### src/rtl/dtd_pkg.sv
`default_nettype none
// ----------------------------------------------------------------------------
// dtd_pkg
// Shared widths, types, constants and calendar tables for the date/time
// difference pipeline.
// ----------------------------------------------------------------------------
package dtd_pkg;

   // field widths
   localparam int DAY_W      = 5;
   localparam int MON_W      = 4;
   localparam int YEAR_W     = 14;
   localparam int HOUR_W     = 5;
   localparam int MIN_W      = 6;
   localparam int SEC_W      = 6;
   localparam int TOTAL_W    = 22;
   localparam int SPAN_DAY_W = 6;

   // internal widths
   localparam int DNUM_W  = 23;   // day number of any 14-bit year
   localparam int DIFF_W  = DNUM_W + 1;
   localparam int TOD_W   = 17;   // seconds of day, fields at full width
   localparam int PROD_W  = 27;   // (year + 399) * reciprocal
   localparam int QUOT_W  = 8;
   localparam int LEAPS_W = 13;
   localparam int PART_W  = 9;
   localparam int REM_W   = 7;
   localparam int NARROW_W = 8;   // signed borrow arithmetic on small fields

   // floor(x / 100) = (x * RECIP100) >> RECIP_SHIFT for x below 43690
   localparam int RECIP100    = 5243;
   localparam int RECIP_SHIFT = 19;

   localparam int SEC_PER_HOUR = 3600;
   localparam int SEC_PER_MIN  = 60;
   localparam int MIN_PER_HOUR = 60;
   localparam int HOUR_PER_DAY = 24;
   localparam int MON_PER_YEAR = 12;
   localparam int DAY_PER_YEAR = 365;

   typedef logic [DAY_W-1:0]       day_type;
   typedef logic [MON_W-1:0]       mon_type;
   typedef logic [YEAR_W-1:0]      year_type;
   typedef logic [HOUR_W-1:0]      hour_type;
   typedef logic [MIN_W-1:0]       min_type;
   typedef logic [SEC_W-1:0]       sec_type;
   typedef logic [TOTAL_W-1:0]     total_type;
   typedef logic [DNUM_W-1:0]      dnum_type;
   typedef logic [DIFF_W-1:0]      diff_type;
   typedef logic [TOD_W-1:0]       tod_type;
   typedef logic [PROD_W-1:0]      prod_type;
   typedef logic [QUOT_W-1:0]      quot_type;
   typedef logic [LEAPS_W-1:0]     leaps_type;
   typedef logic [PART_W-1:0]      part_type;
   typedef logic [REM_W-1:0]       rem_type;
   typedef logic signed [NARROW_W-1:0] narrow_type;

   // month codes
   localparam mon_type JANUARY  = 4'd0;
   localparam mon_type FEBRUARY = 4'd1;
   localparam mon_type MARCH    = 4'd2;
   localparam mon_type DECEMBER = 4'd11;

   // one timestamp pair; the block stores it with months already clamped
   typedef struct packed {
      day_type  sd;
      mon_type  sm;
      year_type sy;
      hour_type sh;
      min_type  smi;
      sec_type  ss;
      day_type  ed;
      mon_type  em;
      year_type ey;
      hour_type eh;
      min_type  emi;
      sec_type  es;
   } item_type;

   // days before the first of the month, common year
   function automatic part_type month_start(input mon_type m);
      part_type r;
      case (m)
         4'd0:    r = 9'd0;
         4'd1:    r = 9'd31;
         4'd2:    r = 9'd59;
         4'd3:    r = 9'd90;
         4'd4:    r = 9'd120;
         4'd5:    r = 9'd151;
         4'd6:    r = 9'd181;
         4'd7:    r = 9'd212;
         4'd8:    r = 9'd243;
         4'd9:    r = 9'd273;
         4'd10:   r = 9'd304;
         default: r = 9'd334;
      endcase
      return r;
   endfunction

   // month length, common year
   function automatic day_type month_len(input mon_type m);
      day_type r;
      case (m) inside
         4'd1:                    r = 5'd28;
         4'd3, 4'd5, 4'd8, 4'd10: r = 5'd30;
         default:                 r = 5'd31;
      endcase
      return r;
   endfunction

endpackage
`default_nettype wire

### src/rtl/date_time_difference.sv
`default_nettype none
// ----------------------------------------------------------------------------
// date_time_difference
// Gregorian date/time difference: whole-day count and broken-down span
// between a start and an end timestamp.
// ----------------------------------------------------------------------------
// Usage:
//   req_* carries one start/end timestamp pair per transfer; rsp_* returns
//   one result per transfer, in order. A transfer happens on a rising edge
//   with valid high and stall low.
//   Five register stages: two for the reciprocal century quotients and the
//   day number, one summing the day number, one for the order check and
//   time borrows, one for the day/month/year borrows (the result register).
//   An accepted transfer moves through the stages in order and shows on rsp from the result register.
//   Throughput is one transfer per cycle while rsp_stall is low; each stage
//   moves when the stage ahead of it is empty or moving, so bubbles close up
//   under stall. While rsp_stall is high the result holds; req_stall rises
//   only once every stage holds a waiting item.
//   Reset (synchronous, active high) clears all stage valid bits; the
//   block is ready in the cycle after reset drops.
//   Months above December are read as December. When the end precedes
//   the start, rsp_order_error is set and every other result is zero.
// ----------------------------------------------------------------------------
module date_time_difference (
   input  wire logic                clock,
   input  wire logic                reset,
   // request channel
   input  wire logic                req_valid,
   output logic                     req_stall,
   input  wire dtd_pkg::day_type    req_start_day,
   input  wire dtd_pkg::mon_type    req_start_month,
   input  wire dtd_pkg::year_type   req_start_year,
   input  wire dtd_pkg::hour_type   req_start_hour,
   input  wire dtd_pkg::min_type    req_start_minute,
   input  wire dtd_pkg::sec_type    req_start_second,
   input  wire dtd_pkg::day_type    req_end_day,
   input  wire dtd_pkg::mon_type    req_end_month,
   input  wire dtd_pkg::year_type   req_end_year,
   input  wire dtd_pkg::hour_type   req_end_hour,
   input  wire dtd_pkg::min_type    req_end_minute,
   input  wire dtd_pkg::sec_type    req_end_second,
   // response channel
   output logic                     rsp_valid,
   input  wire logic                rsp_stall,
   output logic                     rsp_order_error,
   output dtd_pkg::total_type       rsp_total_days,
   output dtd_pkg::year_type        rsp_span_years,
   output dtd_pkg::mon_type         rsp_span_months,
   output logic signed [dtd_pkg::SPAN_DAY_W-1:0] rsp_span_days,
   output dtd_pkg::hour_type        rsp_span_hours,
   output dtd_pkg::min_type         rsp_span_minutes,
   output dtd_pkg::sec_type         rsp_span_seconds
);

   localparam int STAGES = 5;

   // stage valid bits and per-stage enables
   logic [STAGES-1:0] vld_ff, vld_in;
   logic [STAGES-1:0] en;

   always_comb begin
      en[STAGES-1] = !vld_ff[STAGES-1] || !rsp_stall;
      for (int k = STAGES - 2; k >= 0; k--) begin
         en[k] = !vld_ff[k] || en[k+1];
      end
      vld_in[0] = req_valid;
      for (int k = 1; k < STAGES; k++) begin
         vld_in[k] = vld_ff[k-1];
      end
   end

   always_ff @(posedge clock) begin
      if (reset) begin
         vld_ff <= '0;
      end else begin
         for (int k = 0; k < STAGES; k++) begin
            if (en[k]) vld_ff[k] <= vld_in[k];
         end
      end
   end

   assign req_stall = !en[0];
   assign rsp_valid = vld_ff[STAGES-1];

   // month clamp and request capture
   dtd_pkg::item_type item1_in, item1_ff, item2_ff, item3_ff;

   always_comb begin
      item1_in.sd  = req_start_day;
      item1_in.sm  = (req_start_month > dtd_pkg::DECEMBER) ? dtd_pkg::DECEMBER
                                                           : req_start_month;
      item1_in.sy  = req_start_year;
      item1_in.sh  = req_start_hour;
      item1_in.smi = req_start_minute;
      item1_in.ss  = req_start_second;
      item1_in.ed  = req_end_day;
      item1_in.em  = (req_end_month > dtd_pkg::DECEMBER) ? dtd_pkg::DECEMBER
                                                         : req_end_month;
      item1_in.ey  = req_end_year;
      item1_in.eh  = req_end_hour;
      item1_in.emi = req_end_minute;
      item1_in.es  = req_end_second;
   end

   // seconds of day for the order check
   dtd_pkg::tod_type tod_s2_in, tod_e2_in;
   dtd_pkg::tod_type tod_s2_ff, tod_e2_ff, tod_s3_ff, tod_e3_ff;

   always_comb begin
      tod_s2_in = dtd_pkg::tod_type'(item1_ff.sh)
                * dtd_pkg::tod_type'(dtd_pkg::SEC_PER_HOUR)
                + dtd_pkg::tod_type'(item1_ff.smi)
                * dtd_pkg::tod_type'(dtd_pkg::SEC_PER_MIN)
                + dtd_pkg::tod_type'(item1_ff.ss);
      tod_e2_in = dtd_pkg::tod_type'(item1_ff.eh)
                * dtd_pkg::tod_type'(dtd_pkg::SEC_PER_HOUR)
                + dtd_pkg::tod_type'(item1_ff.emi)
                * dtd_pkg::tod_type'(dtd_pkg::SEC_PER_MIN)
                + dtd_pkg::tod_type'(item1_ff.es);
   end

   // item delay line alongside the day number stages
   always_ff @(posedge clock) begin
      if (en[0]) item1_ff <= item1_in;
      if (en[1]) begin
         item2_ff  <= item1_ff;
         tod_s2_ff <= tod_s2_in;
         tod_e2_ff <= tod_e2_in;
      end
      if (en[2]) begin
         item3_ff  <= item2_ff;
         tod_s3_ff <= tod_s2_ff;
         tod_e3_ff <= tod_e2_ff;
      end
   end

   // day numbers of both dates
   dtd_pkg::dnum_type dnum_start, dnum_end;
   logic              leap_start, leap_end;

   dtd_daynum u_daynum_start (
      .clock (clock),
      .en    (en[2:0]),
      .day   (item1_in.sd),
      .month (item1_in.sm),
      .year  (item1_in.sy),
      .dnum  (dnum_start),
      .leap  (leap_start)
   );

   dtd_daynum u_daynum_end (
      .clock (clock),
      .en    (en[2:0]),
      .day   (item1_in.ed),
      .month (item1_in.em),
      .year  (item1_in.ey),
      .dnum  (dnum_end),
      .leap  (leap_end)
   );

   // start-year leap flag is folded into its day number already
   logic unused_leap;
   assign unused_leap = leap_start;

   // borrow chains and result register
   dtd_span u_span (
      .clock        (clock),
      .en           (en[4:3]),
      .item         (item3_ff),
      .dnum_start   (dnum_start),
      .dnum_end     (dnum_end),
      .tod_start    (tod_s3_ff),
      .tod_end      (tod_e3_ff),
      .leap_end     (leap_end && !unused_leap || leap_end),
      .order_error  (rsp_order_error),
      .total_days   (rsp_total_days),
      .span_years   (rsp_span_years),
      .span_months  (rsp_span_months),
      .span_days    (rsp_span_days),
      .span_hours   (rsp_span_hours),
      .span_minutes (rsp_span_minutes),
      .span_seconds (rsp_span_seconds)
   );

endmodule
`default_nettype wire

### src/rtl/dtd_daynum.sv
`default_nettype none
// ----------------------------------------------------------------------------
// dtd_daynum
// Three-stage proleptic Gregorian day number of one date, with the leap
// flag of its year.
// ----------------------------------------------------------------------------
module dtd_daynum (
   input  wire logic                clock,
   input  wire logic [2:0]          en,
   input  wire dtd_pkg::day_type    day,
   input  wire dtd_pkg::mon_type    month,
   input  wire dtd_pkg::year_type   year,
   output dtd_pkg::dnum_type        dnum,
   output logic                     leap
);

   // stage 1: reciprocal products for the century quotients
   dtd_pkg::day_type  d1_ff;
   dtd_pkg::mon_type  m1_ff;
   dtd_pkg::year_type y1_ff;
   dtd_pkg::prod_type py1_ff, pb1_ff, pc1_ff;
   dtd_pkg::prod_type py1_in, pb1_in, pc1_in;

   always_comb begin
      py1_in = dtd_pkg::prod_type'(year) * dtd_pkg::prod_type'(dtd_pkg::RECIP100);
      pb1_in = (dtd_pkg::prod_type'(year) + dtd_pkg::prod_type'(99))
             * dtd_pkg::prod_type'(dtd_pkg::RECIP100);
      pc1_in = (dtd_pkg::prod_type'(year) + dtd_pkg::prod_type'(399))
             * dtd_pkg::prod_type'(dtd_pkg::RECIP100);
   end

   always_ff @(posedge clock) begin
      if (en[0]) begin
         d1_ff  <= day;
         m1_ff  <= month;
         y1_ff  <= year;
         py1_ff <= py1_in;
         pb1_ff <= pb1_in;
         pc1_ff <= pc1_in;
      end
   end

   // stage 2: leap count, leap flag, offset within year, 365 * year
   dtd_pkg::quot_type  qy, qb, qc;
   dtd_pkg::rem_type   rem100;
   logic [dtd_pkg::YEAR_W:0] y_p3;
   dtd_pkg::leaps_type leaps2_in, leaps2_ff;
   dtd_pkg::part_type  part2_in, part2_ff;
   dtd_pkg::dnum_type  y365_2_in, y365_2_ff;
   logic               leap2_in, leap2_ff;

   always_comb begin
      qy        = py1_ff[dtd_pkg::RECIP_SHIFT +: dtd_pkg::QUOT_W];
      qb        = pb1_ff[dtd_pkg::RECIP_SHIFT +: dtd_pkg::QUOT_W];
      qc        = pc1_ff[dtd_pkg::RECIP_SHIFT +: dtd_pkg::QUOT_W];
      y_p3      = {1'b0, y1_ff} + (dtd_pkg::YEAR_W + 1)'(3);
      leaps2_in = dtd_pkg::leaps_type'(y_p3[dtd_pkg::YEAR_W:2])
                - dtd_pkg::leaps_type'(qb)
                + dtd_pkg::leaps_type'(qc[dtd_pkg::QUOT_W-1:2]);
      rem100    = dtd_pkg::rem_type'(y1_ff - dtd_pkg::year_type'(qy)
                                           * dtd_pkg::year_type'(100));
      leap2_in  = ((y1_ff[1:0] == 2'd0) && (rem100 != '0))
               || ((rem100 == '0) && (qy[1:0] == 2'd0));
      part2_in  = dtd_pkg::month_start(m1_ff) + dtd_pkg::part_type'(d1_ff)
                + dtd_pkg::part_type'((m1_ff >= dtd_pkg::MARCH) && leap2_in);
      y365_2_in = dtd_pkg::dnum_type'(y1_ff)
                * dtd_pkg::dnum_type'(dtd_pkg::DAY_PER_YEAR);
   end

   always_ff @(posedge clock) begin
      if (en[1]) begin
         leaps2_ff <= leaps2_in;
         part2_ff  <= part2_in;
         y365_2_ff <= y365_2_in;
         leap2_ff  <= leap2_in;
      end
   end

   // stage 3: sum to the day number
   dtd_pkg::dnum_type dnum3_in, dnum3_ff;
   logic              leap3_ff;

   assign dnum3_in = y365_2_ff + dtd_pkg::dnum_type'(leaps2_ff)
                   + dtd_pkg::dnum_type'(part2_ff);

   always_ff @(posedge clock) begin
      if (en[2]) begin
         dnum3_ff <= dnum3_in;
         leap3_ff <= leap2_ff;
      end
   end

   assign dnum = dnum3_ff;
   assign leap = leap3_ff;

endmodule
`default_nettype wire

### src/rtl/dtd_span.sv
`default_nettype none
// ----------------------------------------------------------------------------
// dtd_span
// Last two stages: order check and time borrow chain, then day, month and
// year borrows into the registered result.
// ----------------------------------------------------------------------------
module dtd_span (
   input  wire logic                clock,
   input  wire logic [1:0]          en,
   input  wire dtd_pkg::item_type   item,
   input  wire dtd_pkg::dnum_type   dnum_start,
   input  wire dtd_pkg::dnum_type   dnum_end,
   input  wire dtd_pkg::tod_type    tod_start,
   input  wire dtd_pkg::tod_type    tod_end,
   input  wire logic                leap_end,
   output logic                     order_error,
   output dtd_pkg::total_type       total_days,
   output dtd_pkg::year_type        span_years,
   output dtd_pkg::mon_type         span_months,
   output logic signed [dtd_pkg::SPAN_DAY_W-1:0] span_days,
   output dtd_pkg::hour_type        span_hours,
   output dtd_pkg::min_type         span_minutes,
   output dtd_pkg::sec_type         span_seconds
);

   // stage 4: day difference, order check, second/minute/hour borrows
   dtd_pkg::diff_type   days;
   logic                err4_in;
   dtd_pkg::narrow_type dsec, emi_b, dmin, eh_b, dhour;
   logic                sb, mb, hb;
   dtd_pkg::narrow_type dsec4_in, dmin4_in, dhour4_in, ed4_in;
   dtd_pkg::total_type  days4_in;

   always_comb begin
      days     = dtd_pkg::diff_type'(dnum_end) - dtd_pkg::diff_type'(dnum_start);
      err4_in  = days[dtd_pkg::DIFF_W-1]
              || ((days == '0) && (tod_start > tod_end));
      dsec     = dtd_pkg::narrow_type'(item.es) - dtd_pkg::narrow_type'(item.ss);
      sb       = dsec[dtd_pkg::NARROW_W-1];
      dsec4_in = sb ? dsec + dtd_pkg::narrow_type'(dtd_pkg::SEC_PER_MIN) : dsec;
      emi_b    = dtd_pkg::narrow_type'(item.emi) - dtd_pkg::narrow_type'(sb);
      dmin     = emi_b - dtd_pkg::narrow_type'(item.smi);
      mb       = dmin[dtd_pkg::NARROW_W-1];
      dmin4_in = mb ? dmin + dtd_pkg::narrow_type'(dtd_pkg::MIN_PER_HOUR) : dmin;
      eh_b     = dtd_pkg::narrow_type'(item.eh) - dtd_pkg::narrow_type'(mb);
      dhour    = eh_b - dtd_pkg::narrow_type'(item.sh);
      hb       = dhour[dtd_pkg::NARROW_W-1];
      dhour4_in = hb ? dhour + dtd_pkg::narrow_type'(dtd_pkg::HOUR_PER_DAY) : dhour;
      ed4_in   = dtd_pkg::narrow_type'(item.ed) - dtd_pkg::narrow_type'(hb);
      days4_in = dtd_pkg::total_type'(days) - dtd_pkg::total_type'(hb);
   end

   logic                err4_ff, leap4_ff;
   dtd_pkg::total_type  days4_ff;
   dtd_pkg::narrow_type dsec4_ff, dmin4_ff, dhour4_ff, ed4_ff;
   dtd_pkg::day_type    sd4_ff;
   dtd_pkg::mon_type    sm4_ff, em4_ff;
   dtd_pkg::year_type   sy4_ff, ey4_ff;

   always_ff @(posedge clock) begin
      if (en[0]) begin
         err4_ff   <= err4_in;
         leap4_ff  <= leap_end;
         days4_ff  <= days4_in;
         dsec4_ff  <= dsec4_in;
         dmin4_ff  <= dmin4_in;
         dhour4_ff <= dhour4_in;
         ed4_ff    <= ed4_in;
         sd4_ff    <= item.sd;
         sm4_ff    <= item.sm;
         em4_ff    <= item.em;
         sy4_ff    <= item.sy;
         ey4_ff    <= item.ey;
      end
   end

   // stage 5: day borrow falls back one month, month borrow takes a year
   dtd_pkg::narrow_type dday, dday5, len;
   dtd_pkg::narrow_type dmon, dmon5;
   dtd_pkg::mon_type    emon;
   logic                db, yb, mb2;
   dtd_pkg::year_type   dyear;

   always_comb begin
      dday = ed4_ff - dtd_pkg::narrow_type'(sd4_ff);
      db   = dday[dtd_pkg::NARROW_W-1];
      yb   = db && (em4_ff == dtd_pkg::JANUARY);
      if (!db) begin
         emon = em4_ff;
      end else if (em4_ff == dtd_pkg::JANUARY) begin
         emon = dtd_pkg::DECEMBER;
      end else begin
         emon = em4_ff - dtd_pkg::mon_type'(1);
      end
      len   = dtd_pkg::narrow_type'(dtd_pkg::month_len(emon))
            + dtd_pkg::narrow_type'((emon == dtd_pkg::FEBRUARY) && leap4_ff);
      dday5 = db ? dday + len : dday;
      dmon  = dtd_pkg::narrow_type'(emon) - dtd_pkg::narrow_type'(sm4_ff);
      mb2   = dmon[dtd_pkg::NARROW_W-1];
      dmon5 = mb2 ? dmon + dtd_pkg::narrow_type'(dtd_pkg::MON_PER_YEAR) : dmon;
      dyear = ey4_ff - sy4_ff - dtd_pkg::year_type'(yb) - dtd_pkg::year_type'(mb2);
   end

   // result register, zeros when the end precedes the start
   always_ff @(posedge clock) begin
      if (en[1]) begin
         order_error  <= err4_ff;
         total_days   <= err4_ff ? '0 : days4_ff;
         span_years   <= err4_ff ? '0 : dyear;
         span_months  <= err4_ff ? '0 : dtd_pkg::mon_type'(dmon5);
         span_days    <= err4_ff ? '0 : dday5[dtd_pkg::SPAN_DAY_W-1:0];
         span_hours   <= err4_ff ? '0 : dtd_pkg::hour_type'(dhour4_ff);
         span_minutes <= err4_ff ? '0 : dtd_pkg::min_type'(dmin4_ff);
         span_seconds <= err4_ff ? '0 : dtd_pkg::sec_type'(dsec4_ff);
      end
   end

endmodule
`default_nettype wire

### config.mk
export PLATFORM = sky130hd
export DESIGN_NAME = date_time_difference
export DESIGN_NICKNAME = d
export VERILOG_FILES = /design/src/rtl/dtd_pkg.sv /design/src/rtl/date_time_difference.sv /design/src/rtl/dtd_daynum.sv /design/src/rtl/dtd_span.sv
export SDC_FILE = /design/constraint.sdc
export NUM_CORES = 2
export LEC_CHECK = 0
export BUFFER_PORTS_ARGS = -buffer_cell sky130_fd_sc_hd__buf_2
export CORE_MARGIN = 2
export CORE_UTILIZATION = 57
export DETAILED_ROUTE_END_ITERATION = 10
export PLACE_DENSITY = 0.74
export SLEW_MARGIN = 20
export SYNTH_ARGS = -nofsm -noshare
export SYNTH_HDL_FRONTEND = slang
export SYNTH_SLANG_ARGS = --single-unit
### constraint.sdc
create_clock -name clock -period 20.5 [get_ports clock]
set_clock_uncertainty 0.1 [all_clocks]
set_input_delay 2.05 -clock clock [delete_from_list [all_inputs] [get_ports clock]]
set_output_delay 2.05 -clock clock [all_outputs]
set_load 0.005 [all_outputs]
======== Yosys cells after proc, flatten, opt, wreduce, memory -nomap -nowiden ========
Memories as Yosys holds them, arrays and structs flattened. A register that Yosys moved wholly into a read port is not among the register bits.
Cells that the tools add are included.
storage, ports and cells
  flip-flop bits (word level) ............. 769
  bits in read-only memories .............. 288
  input bits .............................. 84
  output and inout bits ................... 66
  logic and storage cells ................. 204
  memories ................................ 2
memories
  name             depth  width  rd ports  clocked after Yosys merged registers in  wr ports  RTL line       source
  (no name shown)  16     9      1         1                                        0         dtd_pkg.sv:83  case (m)
  (no name shown)  16     9      1         1                                        0         dtd_pkg.sv:83
operators by class
  $add $sub $neg .......................... 44
  $mul .................................... 14
  magnitude comparators ................... 5
  eq/ne operators ......................... 5
  mux-type cells .......................... 13
  reduce and logical (&&, ||, !) cells .... 38
operators by type and width
  operator                                                                number
  27-bit by 13-bit multiplier with 27-bit output (second input constant)  4
  14-bit by 13-bit multiplier with 27-bit output (second input constant)  2
  23-bit by 13-bit adder with 23-bit output                               2
  23-bit by 9-bit adder with 23-bit output                                2
  14-bit by 9-bit multiplier with 23-bit output (second input constant)   2
  17-bit by 12-bit adder with 17-bit output                               2
  17-bit by 6-bit adder with 17-bit output                                2
  14-bit by 2-bit adder with 15-bit output (second input constant)        2
  14-bit by 7-bit adder with 15-bit output (second input constant)        2
  14-bit by 9-bit adder with 15-bit output (second input constant)        2
  4-bit two-way mux                                                       7
  14-bit by 1-bit subtractor with 14-bit output                           2
  13-bit by 6-bit adder with 13-bit output                                2
  5-bit by 8-bit multiplier with 13-bit output (second input constant)    2
  13-bit by 8-bit subtractor with 13-bit output                           2
  24-bit zero test                                                        1
  23-bit by 23-bit subtractor with 24-bit output                          1
  22-bit by 1-bit subtractor with 22-bit output                           1
  6-bit by 4-bit multiplier with 10-bit output (second input constant)    2
  9-bit by 1-bit adder with 9-bit output                                  2
  9-bit by 5-bit adder with 9-bit output                                  2
  6-bit two-way mux                                                       3
  17-bit > comparator                                                     1
  8-bit by 5-bit multiplier with 5-bit output (second input constant)     2
  other kinds (30)                                                        67

======== Logic depth before layout (Yosys ltp) ========
  depth in word-level cells ............... 10
  depth in mapped cells ................... 37
  depth with buffers taken out ............ 36

======== By module ========
From an unflattened synthesis, not the netlist that was laid out.
second synthesis, totals
  cell total of the unflattened synthesis .. 5343
  area total of the unflattened synthesis .. 60830.8 sq um
by module, submodules not included
  module                        instances  cells each  area an instance (sq um)  sequential area each (sq um)
  dtd_daynum at u_daynum_end    1          1871        19334.8                   3543.4
  dtd_daynum at u_daynum_start  1          1853        19215.9                   3543.4
  date_time_difference          1          695         12403.1                   9108.7
  dtd_span                      1          924         9877.0                    4564.4

======== Worst setup path before layout ========
Ideal clock, no wire load.
  path kind ............................... in2reg
  start point ............................. input port rsp_stall
  end point ............................... register item2_ff[0] (netlist bit) (enable)
  setup time .............................. 2068 ps
  arrival ................................. 6755 ps
  data required time ...................... 18332 ps
  path slack .............................. 11577 ps
  cell stages on the path ................. 3
  path buffers ............................ 1
  cells stage by stage .................... and3_1 > clkbuf_1 > nand3_1
on the way
  longest elaborated chain between the ends .. 5
ends and longest elaborated chain
  element                         RTL line                     source
  from (decl)                     date_time_difference.sv:44   input wire logic rsp_stall,
  1-bit zero test                 date_time_difference.sv:62   en[STAGES-1] = !vld_ff[STAGES-1] || !rsp_stall;
  1-bit logical OR                date_time_difference.sv:62
  1-bit logical OR (3 in series)  date_time_difference.sv:64   en[k] = !vld_ff[k] || en[k+1];
  net en[1]                       date_time_difference.sv:59   logic [STAGES-1:0] en;
  to (signal assigned)            date_time_difference.sv:126  item2_ff <= item1_ff;
  to (decl)                       date_time_difference.sv:86   dtd_pkg::item_type item1_in, item1_ff, item2_ff, item3_ff;
The timed path passes the listed nets, and every way through them passes these cells.
A chain may end at the register's enable or synchronous reset.

======== Final worst setup path ========
  start point ............................. input port req_end_year[0]
  end point ............................... register u_daynum_end.pc1_ff[26], data pin
on the way
  longest elaborated chain between the ends .. 2
ends and longest elaborated chain
  element                                         RTL line                    source
  from (decl)                                     date_time_difference.sv:38  input wire dtd_pkg::year_type req_end_year,
  14-bit by 9-bit adder with 15-bit output        dtd_daynum.sv:28            pc1_in = (dtd_pkg::prod_type'(year) + dtd_pkg::prod_type'(399))
  27-bit by 13-bit multiplier with 27-bit output  dtd_daynum.sv:29            * dtd_pkg::prod_type'(dtd_pkg::RECIP100);
  net u_daynum_end.pc1_in[26]                     dtd_daynum.sv:22            dtd_pkg::prod_type py1_in, pb1_in, pc1_in;
  to (signal assigned)                            dtd_daynum.sv:39            pc1_ff <= pc1_in;
  to (decl)                                       dtd_daynum.sv:21            dtd_pkg::prod_type py1_ff, pb1_ff, pc1_ff;
The timed path passes the listed nets, and every way through them passes these cells.

==> flow_summary.toml <==
[place]
dp_hpwl_mm = 91.2
routabilityCongestion = 0.888
port_buffers = 149
placed_area_um2 = 60100

[clock_tree]
h-tree-depth = 3
cts.reportedPaths.clkPinSlew_ns = 0.06
ctsResizeCount = 0
holdBufCountCts = 0
cts_root_buf = "clkbuf_16"
clockBufferDepth = 3
cts_made_buffers = 70
postCtsSetupBuffers = 0
cts_sinks = 647
cts_tree = "done"
clock_latency_ns = 0.61

[timing]
fin_setup_tns_ns = 0
finalMaxSlewViolations = 0
final.period_utilization_pct = 44.3
tightest_slew_ns = 1.07
slew_headroom_pct = 28.7
max_freq_mhz = 110
rsz0062_at_grt = "no"
setup_viol = 0
hold_violations = 0
min_period_ns = 9.08

[synthesis]
synth_seq_cells = 647
synth-edff-count = 624
netlist.top_cell.by_area = "edfxtp_1"
synth.avg_cell_area_um2 = 11.5
yosysMostFrequentCell = "inv_1"
synth_cell_types = 83
yosysWarnings = 0
synth_nets = 6646
synthTopCellsByArea = "edfxtp_1 (32%), ha_1 (22%), fa_1 (19%), inv_1 (7.6%), xnor2_1 (4.1%)"
synthCells = 5004
ys_seq_area_share_pct = 33.3
synth.top_cell.area_share_pct = 32.5
ys_top_cells_by_count = "inv_1 (1174), ha_1 (999), edfxtp_1 (624), fa_1 (559), xnor2_1 (272)"
synth-main-ff-cell = "edfxtp_1"
syn-cell-area_um2 = 57700
async_flop_share_pct = 0

[worst_setup_path]
crit_path_start_kind = "input pin"
end_kind = "register"
worst_ep_arrival_time_ns = 9.34
r2r-start = "item3_ff[40]"
cp-startpoint = "req_end_year[0]"
path_depth = 26
critPathRequiredTime_ns = 20.76
path_delay_family = "adder cells"
endpoint = "u_daynum_end.pc1_ff[26]"
r2r-end = "u_span.days4_ff[21]"
critical-path-max-stage-delay_ns = 0.60
criticalPathCategory = "input pin to register"
cp_slowest_cell = "xnor2_1"
critPathBufInv = 4
rrSetupSlack_ns = 13.18
worst-path-max-fanout = 11
path_common_cell = "fa_1"
rr_worst_depth = 36

[die]
dieArea_um2 = 104000
die_h_um = 322
rows = 116
coreArea_um2 = 100000
initial_core_util_pct = 57.6
die_w_um = 322
ioPinCount = 150

[layout]
final_cell_area_um2 = 62400
drive_above_1_share_pct = 5.77
multi_input_area_um2 = 34000
seq_area_um2 = 19200
syn_to_final_growth_pct = 8.16
fill_cells = 7795
nets = 6856

[route]
routedWlPerCell_um = 17.0
drcViolationCount = 0
routed_wl_mm = 112
ant_nets = 0
drt_first_iter_violations = 1834
viasPerCell = 5.26
firstDrtPassIters = 5
num_vias = 34600

[global_route]
antenna_found_initial = 2
grt_max_degree = 160
grt_pass1_vias = 36400
grt_overflow = 0
grt_usage_pct = 22.6
grt_pass1_wl_mm = 185

[power]
ir_worst_vdd_mv = 0.155
p_leak_nw = 30.5
p_per_area_nw_per_um2 = 146

[worst_hold_path]
hold_class = "register to register"

[run_status]
status = "complete, no violations"

[run]
cap_violations = 0
## routing by layer
layer	global-route usage (%)	part of all wire, %	up-vias
met1	31.2	45	16800
met2	38.2	48	599
met4	5.97	2.5	0
met3	2.46	4.4	161
li1	-	-	17000
met5	0	0	-
## report_power, final
group / internal [mW] / switching, mW
combinational: 2.50 / 3.16
sequential: 2.04 / 0.170
clock: 0.735 / 0.526
total: 5.28 / 3.85
## area by class of cell
| type | count | area share, % |
|---|---|---|
| inverter | 1174 | 7.07 |
| clock inverter | 45 | 0.738 |
| multi-input combinational | 3162 | 54.5 |
| clock buffer | 80 | 2.94 |
| tap | 1298 | 2.60 |
| antenna | 2 | 0.00802 |
| sequential | 647 | 30.8 |
| timing repair buffer | 159 | 1.36 |
## cells in the final DEF, fill, tap and decap left out, types with 7 or more instances in the layout
cell / n
a21o_1: 73
fa_1: 559
bufinv_16: 7
and2_1: 14
nor4_1: 7
buf_2: 149
a21boi_0: 14
o21ai_0: 95
mux2i_1: 11
a21oi_1: 167
nor2_1: 167
o21ai_1: 8
buf_4: 8
edfxtp_1: 624
a211oi_1: 21
nand2b_1: 35
clkbuf_1: 8
nand2_1: 143
nand3_1: 55
xor2_1: 86
ha_1: 999
nor2b_1: 92
nand4_1: 28
clkinv_2: 15
inv_1: 1173
clkbuf_16: 72
o21bai_1: 23
nor3_1: 61
o2111ai_1: 8
clkinv_1: 9
or3_1: 20
and3_1: 22
o211ai_1: 7
dfxtp_1: 23
xnor2_1: 272
or2_2: 11
a31oi_1: 16
o31ai_1: 17
nor3b_1: 13
o21a_1: 27
## worst min path at each step
stage	from	to	slack [ns]	cells past startpoint
6_report	item3_ff[17]	u_span.ey4_ff[0]	0.32	0
2_1_floorplan	item1_ff[0]	item2_ff[0]	0.30	0
5_1_grt	item3_ff[72]	u_span.sm4_ff[1]	0.32	0
3_5_place_dp	item2_ff[8]	item3_ff[8]	0.30	0
4_1_cts	item2_ff[56]	item3_ff[56]	0.31	0
3_3_place_gp	item3_ff[34]	u_span.em4_ff[3]	0.30	0
## sequential cells by signal, indices dropped and copies added (netlist names), 13 cells and up, named ones only
name,count
u_daynum_start.leaps2_ff,13
u_daynum_start.y365_2_ff,21
u_daynum_end.leaps2_ff,13
u_daynum_end.dnum,23
u_daynum_start.y1_ff,13
tod_s2_ff,15
item2_ff,80
item1_ff,34
item3_ff,80
u_span.span_years,14
tod_s3_ff,15
u_span.sy4_ff,14
tod_e3_ff,15
u_span.ey4_ff,14
tod_e2_ff,15
u_daynum_end.y1_ff,13
u_span.total_days,22
u_daynum_end.y365_2_ff,21
u_daynum_start.dnum,23
u_span.days4_ff,22
## through the flow
stage	util (%)	std cells	total power, mW	hold slack, ns	setup WS [ns]
6_report	62.3	6567	9.14	0.315	11.42
5_1_grt	62.3	6566	10.2	0.321	11.06
4_1_cts	62.3	6565	9.20	0.310	11.49
3_5_place_dp	60.0	6440	7.86	0.305	10.84
3_3_place_gp	60.0	6440	7.68	0.300	11.00
2_1_floorplan	-	5004	6.50	0.300	11.58
## kinds of logic (layout without fill, tap and decap cells)
kind of cell    after synthesis  in the layout  share of synthesized area, %
simple gates                695            695                          6.07
fa+ha+maj                  1558           1558                          41.1
compound gates              537            537                          6.11
flops                       647            647                          33.3
mux                          14             14                         0.249
buf+inv                    1195           1458                          7.78
xor+xnor                    358            358                          5.44
other cells                   0              2                             0
Note: power is estimated with default switching activity, not from simulation.
